==> config.mk <==
export PLATFORM = sky130hd
export DESIGN_NAME = scc_queue
export DESIGN_NICKNAME = d
export VERILOG_FILES = /design/src/hw/rtl/scc_pkg.sv /design/src/hw/rtl/scc_queue.sv
export SDC_FILE = /design/constraint.sdc
export NUM_CORES = 1
export LEC_CHECK = 0
export ABC_AREA = 0
export BUFFER_PORTS_ARGS = -buffer_cell sky130_fd_sc_hd__buf_2
export CORE_MARGIN = 3
export CORE_UTILIZATION = 30
export DETAILED_ROUTE_END_ITERATION = 7
export PLACE_DENSITY = 0.45
export SYNTH_ARGS = -nofsm -noshare
export SYNTH_HDL_FRONTEND = slang
export SYNTH_SLANG_ARGS = --single-unit
==> constraint.sdc <==
create_clock -name clk -period 2.7 [get_ports clk]
set_clock_uncertainty 0.15 [all_clocks]
set_input_delay 0.135 -clock clk [delete_from_list [all_inputs] [get_ports clk]]
set_output_delay 0.135 -clock clk [all_outputs]
set_load 0.05 [all_outputs]
==> src/hw/rtl/scc_pkg.sv <==
// ----------------------------------------------------------------------------
// scc_pkg: shared types and constants for the spectrogram column colormap
// Item format, control codes, divider sizing and palette tables.
// ----------------------------------------------------------------------------
package scc_pkg;

  localparam int MAX_BINS_DEF   = 256;
  localparam int MAX_HEIGHT_DEF = 1024;

  localparam int QUEUE_DEPTH = 4;
  localparam int QUEUE_AW    = $clog2(QUEUE_DEPTH);

  // Divider: numerator, divisor and quotient widths. Every quotient is
  // known to be below 2^DIV_QW, so only DIV_QW steps are needed.
  localparam int DIV_NW = 49;
  localparam int DIV_DW = 33;
  localparam int DIV_QW = 17;

  localparam logic [16:0] U_ONE = 17'd65536;

  typedef enum logic {
    KIND_LOAD  = 1'b0,
    KIND_FETCH = 1'b1
  } kind_t;

  typedef enum logic {
    CFG_STYLE  = 1'b0,
    CFG_HEIGHT = 1'b1
  } cfg_index_t;

  typedef enum logic [1:0] {
    STYLE_MEL  = 2'd0,
    STYLE_HOT  = 2'd1,
    STYLE_MFCC = 2'd2,
    STYLE_ALT  = 2'd3
  } style_t;

  typedef struct packed {
    kind_t              kind;
    logic signed [31:0] value;
    logic               last;
    logic [9:0]         row;
  } item_t;

  typedef enum logic [3:0] {
    ST_IDLE,
    ST_IDX_MUL,
    ST_IDX_GO,
    ST_IDX_DIV,
    ST_READ,
    ST_VAL,
    ST_VAL_GO,
    ST_VAL_DIV,
    ST_PAL,
    ST_MIX,
    ST_EMIT
  } state_t;

  // Palette stop k (0..5) of a style; styles 2 and 3 use the diverging palette.
  function automatic logic [23:0] pal_color(logic [1:0] style, logic [2:0] k);
    logic [23:0] c;
    c = 24'h000000;
    case (style)
      STYLE_MEL: begin
        case (k)
          3'd0:    c = 24'h020617;
          3'd1:    c = 24'h064E3B;
          3'd2:    c = 24'h22C55E;
          3'd3:    c = 24'hFACC15;
          default: c = 24'hFFF7AE;
        endcase
      end
      STYLE_HOT: begin
        case (k)
          3'd0:    c = 24'h050505;
          3'd1:    c = 24'h3B0A45;
          3'd2:    c = 24'h9D174D;
          3'd3:    c = 24'hF97316;
          3'd4:    c = 24'hFACC15;
          default: c = 24'hFFF7AE;
        endcase
      end
      default: begin
        case (k)
          3'd0:    c = 24'h1E3A8A;
          3'd1:    c = 24'h2563EB;
          3'd2:    c = 24'h111827;
          3'd3:    c = 24'hF97316;
          default: c = 24'hFACC15;
        endcase
      end
    endcase
    return c;
  endfunction

endpackage

==> src/hw/rtl/scc_queue.sv <==
// ----------------------------------------------------------------------------
// scc_queue: short item queue between front and back
// Small register FIFO; either side stalls independently.
// ----------------------------------------------------------------------------
module scc_queue (
  input  logic           clk,
  input  logic           rst,
  input  logic           push,
  input  scc_pkg::item_t push_item,
  output logic           full,
  input  logic           pop,
  output scc_pkg::item_t pop_item,
  output logic           not_empty
);

  localparam int AW = scc_pkg::QUEUE_AW;
  localparam int CW = $clog2(scc_pkg::QUEUE_DEPTH + 1);

  scc_pkg::item_t slots [scc_pkg::QUEUE_DEPTH];
  logic [AW-1:0]  wr_ptr;
  logic [AW-1:0]  rd_ptr;
  logic [CW-1:0]  fill;

  assign full      = (fill == CW'(scc_pkg::QUEUE_DEPTH));
  assign not_empty = (fill != '0);
  assign pop_item  = slots[rd_ptr];

  always_ff @(posedge clk) begin
    if (push) begin
      slots[wr_ptr] <= push_item;
    end
  end

  always_ff @(posedge clk) begin
    if (rst) begin
      wr_ptr <= '0;
      rd_ptr <= '0;
      fill   <= '0;
    end else begin
      if (push) wr_ptr <= wr_ptr + AW'(1);
      if (pop)  rd_ptr <= rd_ptr + AW'(1);
      if (push && !pop)      fill <= fill + CW'(1);
      else if (pop && !push) fill <= fill - CW'(1);
    end
  end

endmodule

### Yosys cells after proc, flatten, opt, wreduce, memory -nomap -nowiden

Memory sizes are Yosys's and may differ from the RTL's. A register that Yosys moved wholly into a read port is not among the register bits.
Index checks and enable logic that the tools add are counted.

| cells by class | value |
|---|---|
| add/sub/neg operators | 4 |
| multiply operators | 0 |
| divide/modulo/power cells | 0 |
| order comparisons | 0 |
| eq/ne operators | 1 |
| shift operators | 0 |
| mux-type cells | 6 |
| bitwise gates (word level) | 0 |
| reduce and logical (&&, ||, !) cells | 6 |

Operator list:

| operator | count |
|---|---|
| $mux 3 | 2 |
| $add 2x1->2 const B | 2 |
| $mux 2 | 2 |
| $add 3x1->3 const B | 1 |
| $eq 3x3->1 const B | 1 |
| $reduce_bool 3->1 | 1 |
| $sub 3x1->3 const B | 1 |
| $logic_and 1x1->1 | 2 |
| $logic_not 1->1 | 2 |
| $mux 1 | 2 |
| $reduce_bool 2->1 | 1 |

| word-level totals | value |
|---|---|
| bits in registers | 7 |
| latch bits | 0 |
| bits in writable memories | 176 |
| bits in read-only memories | 0 |
| output and inout port bits | 46 |
| memories kept | 1 |

Memories:

| memory | words | width | rd ports | clocked after Yosys merged registers in | write ports | RTL line | source |
|---|---|---|---|---|---|---|---|
| slots | 4 | 44 | 1 | 1 | 1 | scc_queue.sv:19 | `scc_pkg::item_t slots [scc_pkg::QUEUE_DEPTH];` |

### Logic depth before layout (Yosys ltp)

| logic depth | value |
|---|---|
| depth in word-level cells | 4 |
| mapped depth | 7 |
| gate-level depth less buffers | 7 |

### Least setup slack after synthesis

Ideal clock, no wire load.

| timing | value |
|---|---|
| path type | register to register |
| from | register wr_ptr[0] |
| to | memory slots[2][0] in the netlist's numbering, enable pin |
| setup time | 406 ps |
| data arrival time | 1600 ps |
| required time | 2144 ps |
| slack | 544 ps |
| stages on the path, launching flop included | 4 |
| buffers on the path | 0 |
| period minus slack after synthesis | 2156 ps |
| path through | dfxtp_1 -> inv_1 -> ha_1 -> and2_1 |

RTL lines:

| element | RTL line | source |
|---|---|---|
| start: declaration | scc_queue.sv:20 | `logic [AW-1:0] wr_ptr;` |
| start signal: assignment | scc_queue.sv:40 | `if (push) wr_ptr <= wr_ptr + AW'(1);` |
| end: declaration | scc_queue.sv:19 |  |

No word-level cell before the write port.

==> results by group <==
Outcome
  – Outcome: complete, no violations

Clock tree
  – CTS Root Cell: clkbuf_16
  – Clock sinks: 185
  – CTS clk-pin slew, worst paths: 0.06 ns
  – Cts hold-fix bufs: 47
  – # H-tree levels: 4
  – CTS tree: yes
  – Clk_lat worst skew: 0.42 ns
  – CTS buffer count: 17
  – CTS max path bufs: 2
  – CTS resizes: 0
  – Post-CTS Setup Repair Bufs: 0

Synth
  – Syn avg cell area: 25.0 um2
  – #FFs+latches synth: 185
  – Mapped Area: 6840 um2
  – Sequential area share after synthesis: 0.799
  – Syn_nets: 328
  – Synth unique cells: 22
  – Mapped Cells: 274
  – Yosys Warn Count: 0

Critical path
  – Setup Crit Path Kind: flip-flop to output port
  – Crit path DAT: 2.05 ns
  – Crit-path leading delay family: multiplexers
  – Slowest Stage Delay on Critical Path: 0.59 ns
  – Buf+Inv Stages, Crit Path: 2
  – Nature of the critical path startpoint: flip-flop
  – Worst path cell trace: buf_4 -> mux4_1 -> buf_2
  – Crit. End Element: output port
  – CP max FO: 12
  – CP max-delay cell: mux4_1
  – Worst path required time: 2.41 ns

Detailed routing
  – Drt drc: 0
  – Pre-antenna DRT Iters: 4
  – Starting DRT DRC Count: 111
  – Detailed-route via count: 3190
  – WL per Instance: 17.9 um
  – Drt via density: 4.41
  – Drt total wl: 12900 um
  – Antenna-violating nets left: 0

Global route
  – Vias in the first global route: 3347
  – Congestion Overflow GR: 0
  – Largest net degree at the start of global routing: 45
  – First-pass GRT wire length: 19800 um
  – Total track usage: 0.111
  – Initial antenna violation count: 1

Die
  – Die Area: 24600 um2
  – Die Height: 157 um
  – CORE AREA: 22100 um2
  – Starting Density: 0.309
  – Die Wd: 157 um
  – Num rows: 54
  – I/O pin count: 94

Min path
  – Hold WC Path Type: primary input to flip-flop

Finish
  – Synth-to-Final Area Change: 29.4%
  – Fill count: 1968
  – Number of inserted diodes: 0
  – Share of cells above drive strength 1: 0.400
  – Storage cell area: 5470 um2
  – Post-layout nets: 485
  – Multi-input logic area: 1240 um2

STA
  – Final min period: 2.34 ns
  – Final slew viol count: 0
  – Final Cycle Share: 0.866
  – Setup_tns: 0 ns
  – Worst slew pin tran: 0.368 ns
  – Fmax: 428 MHz
  – # setup viols final: 0
  – Fin. Hold Viols: 0
  – RSZ-0062 raised after global routing: no
  – Slew headroom: 0.755

Power
  – Internal: 0.00538 W
  – Sequential Power Share: 0.469
  – Design Power: 0.00713 W
  – Combinational Power Share: 0.141
  – PwrDens: 806 nW/um2
  – Net Sw Frac: 0.245
  – Maximum vdd drop: 0.000404 V
  – Clock power share: 0.390
  – Switching power total: 0.00175 W
  – Leakage Power: 3.04 nW

Placed design
  – RD Place Congestion: 0.652
  – Input/output buffers: 93
  – HPWL Detailed: 7520 um

Job
  – Max-cap viol count: 0
## final timing paths
path | start | end | slack [ns] | cells past startpoint
hold / removal | push_item[19] | slots[2][19]$_DFFE_PP_ | 0.31 | 2
setup reg to reg | fill[0]$_SDFFE_PP0P_ | fill[2]$_SDFFE_PP0P_ | 1.07 | 4
hold reg to reg | fill[2]$_SDFFE_PP0P_ | fill[2]$_SDFFE_PP0P_ | 0.35 | 2
setup / recovery | flip-flop | pop_item[43] | 0.36 | 3
## layer usage
| layer | GRT usage | routed length [um] |
|---|---|---|
| met1 | 0.148 | 5950 |
| met2 | 0.174 | 6290 |
| met4 | 0.0450 | 209 |
| met3 | 0.0286 | 453 |
| met5 | 0 | 7 |
## cells in the mapped netlist
| cell type | n | area share |
|---|---|---|
| mux4_1 | 4 | 0.015 |
| fa_1 | 1 | 0.0029 |
| mux2i_1 | 2 | 0.0029 |
| buf_2 | 4 | 0.0029 |
| dfxtp_1 | 9 | 0.026 |
| and2_1 | 4 | 0.0037 |
| ha_1 | 5 | 0.0091 |
| inv_1 | 4 | 0.0022 |
| a21oi_1 | 1 | 0.00073 |
| xor2_1 | 3 | 0.0038 |
| clkbuf_2 | 1 | 0.00073 |
| nor2_1 | 7 | 0.0038 |
| mux4_2 | 40 | 0.13 |
| xnor2_1 | 2 | 0.0026 |
| nand2_1 | 1 | 0.00055 |
| nor3b_1 | 1 | 0.0011 |
| o21ai_0 | 1 | 0.00073 |
| or3_1 | 2 | 0.0018 |
| buf_12 | 4 | 0.012 |
| clkbuf_1 | 1 | 0.00055 |
| buf_6 | 1 | 0.0016 |
| edfxtp_1 | 176 | 0.77 |
## sequential cells by signal (all words and copies together) (netlist names), named ones only
signal  count
fill        3
rd_ptr      2
slots     176
wr_ptr      2
## final cells by class
class | instances | share of cell area
clock buffer | 17 | 0.0481
clock inverter | 14 | 0.0274
inverter | 4 | 0.00170
multi-input combinational | 74 | 0.140
sequential | 185 | 0.618
tap | 280 | 0.0396
timing repair buffer | 149 | 0.125
## per-stage QoR
| step | util | instances | cell area (um2) | hold WS [ns] | worst slack [ns] |
|---|---|---|---|---|---|
| floorplan | - | 274 | 6840 | 0.0839 | 0.544 |
| detailed placement | 0.349 | 645 | 7710 | 0.202 | 0.761 |
| CTS | 0.401 | 723 | 8850 | 0.282 | 0.270 |
| global placement | 0.349 | 645 | 7710 | 0.194 | 0.754 |
| finish | 0.401 | 723 | 8850 | 0.312 | 0.362 |
| global route | 0.401 | 723 | 8850 | 0.302 | 0.211 |
## layout by cell type, fill, tap and decap left out, drive strengths merged
| master | instances |
|---|---|
| mux4 | 44 |
| xor2 | 3 |
| or3 | 2 |
| inv | 8 |
| buf | 102 |
| nor3b | 1 |
| ha | 5 |
| clkinv | 4 |
| nor2 | 7 |
| nand2 | 1 |
| o21ai | 1 |
| dfxtp | 9 |
| bufinv | 6 |
| clkbuf | 17 |
| fa | 1 |
| xnor2 | 2 |
| dlygate4sd3 | 47 |
| a21oi | 1 |
| mux2i | 2 |
| and2 | 4 |
| edfxtp | 176 |
## logic make-up (layout without fill, tap and decap cells)
logic type,after synthesis,count (layout),share of synthesized area
simple gates,15,15,0.0110
mux,46,46,0.150
flops,185,185,0.799
compound gates,2,2,0.00146
xor+xnor,5,5,0.00641
fa+ha+maj,6,6,0.0121
buf+inv,15,184,0.0198
## worst register-to-register path, cell delays in order (launching register included)
cell and delay (ns):
dfxtp_1 0.36, fa_1 0.44, xor2_1 0.18, or3_1 0.31, a21oi_1 0.14
## power groups by stage
stage | combinational [W] | sequential (W) | clock [W]
2_1_floorplan | 0.000738 | 0.00338 | 0
3_3_place_gp | 0.000973 | 0.00340 | 0
3_5_place_dp | 0.000979 | 0.00341 | 0
4_1_cts | 0.00104 | 0.00335 | 0.00286
5_1_grt | 0.00107 | 0.00336 | 0.00299
6_report | 0.00101 | 0.00334 | 0.00278
Power figures use the tool's default switching activity.
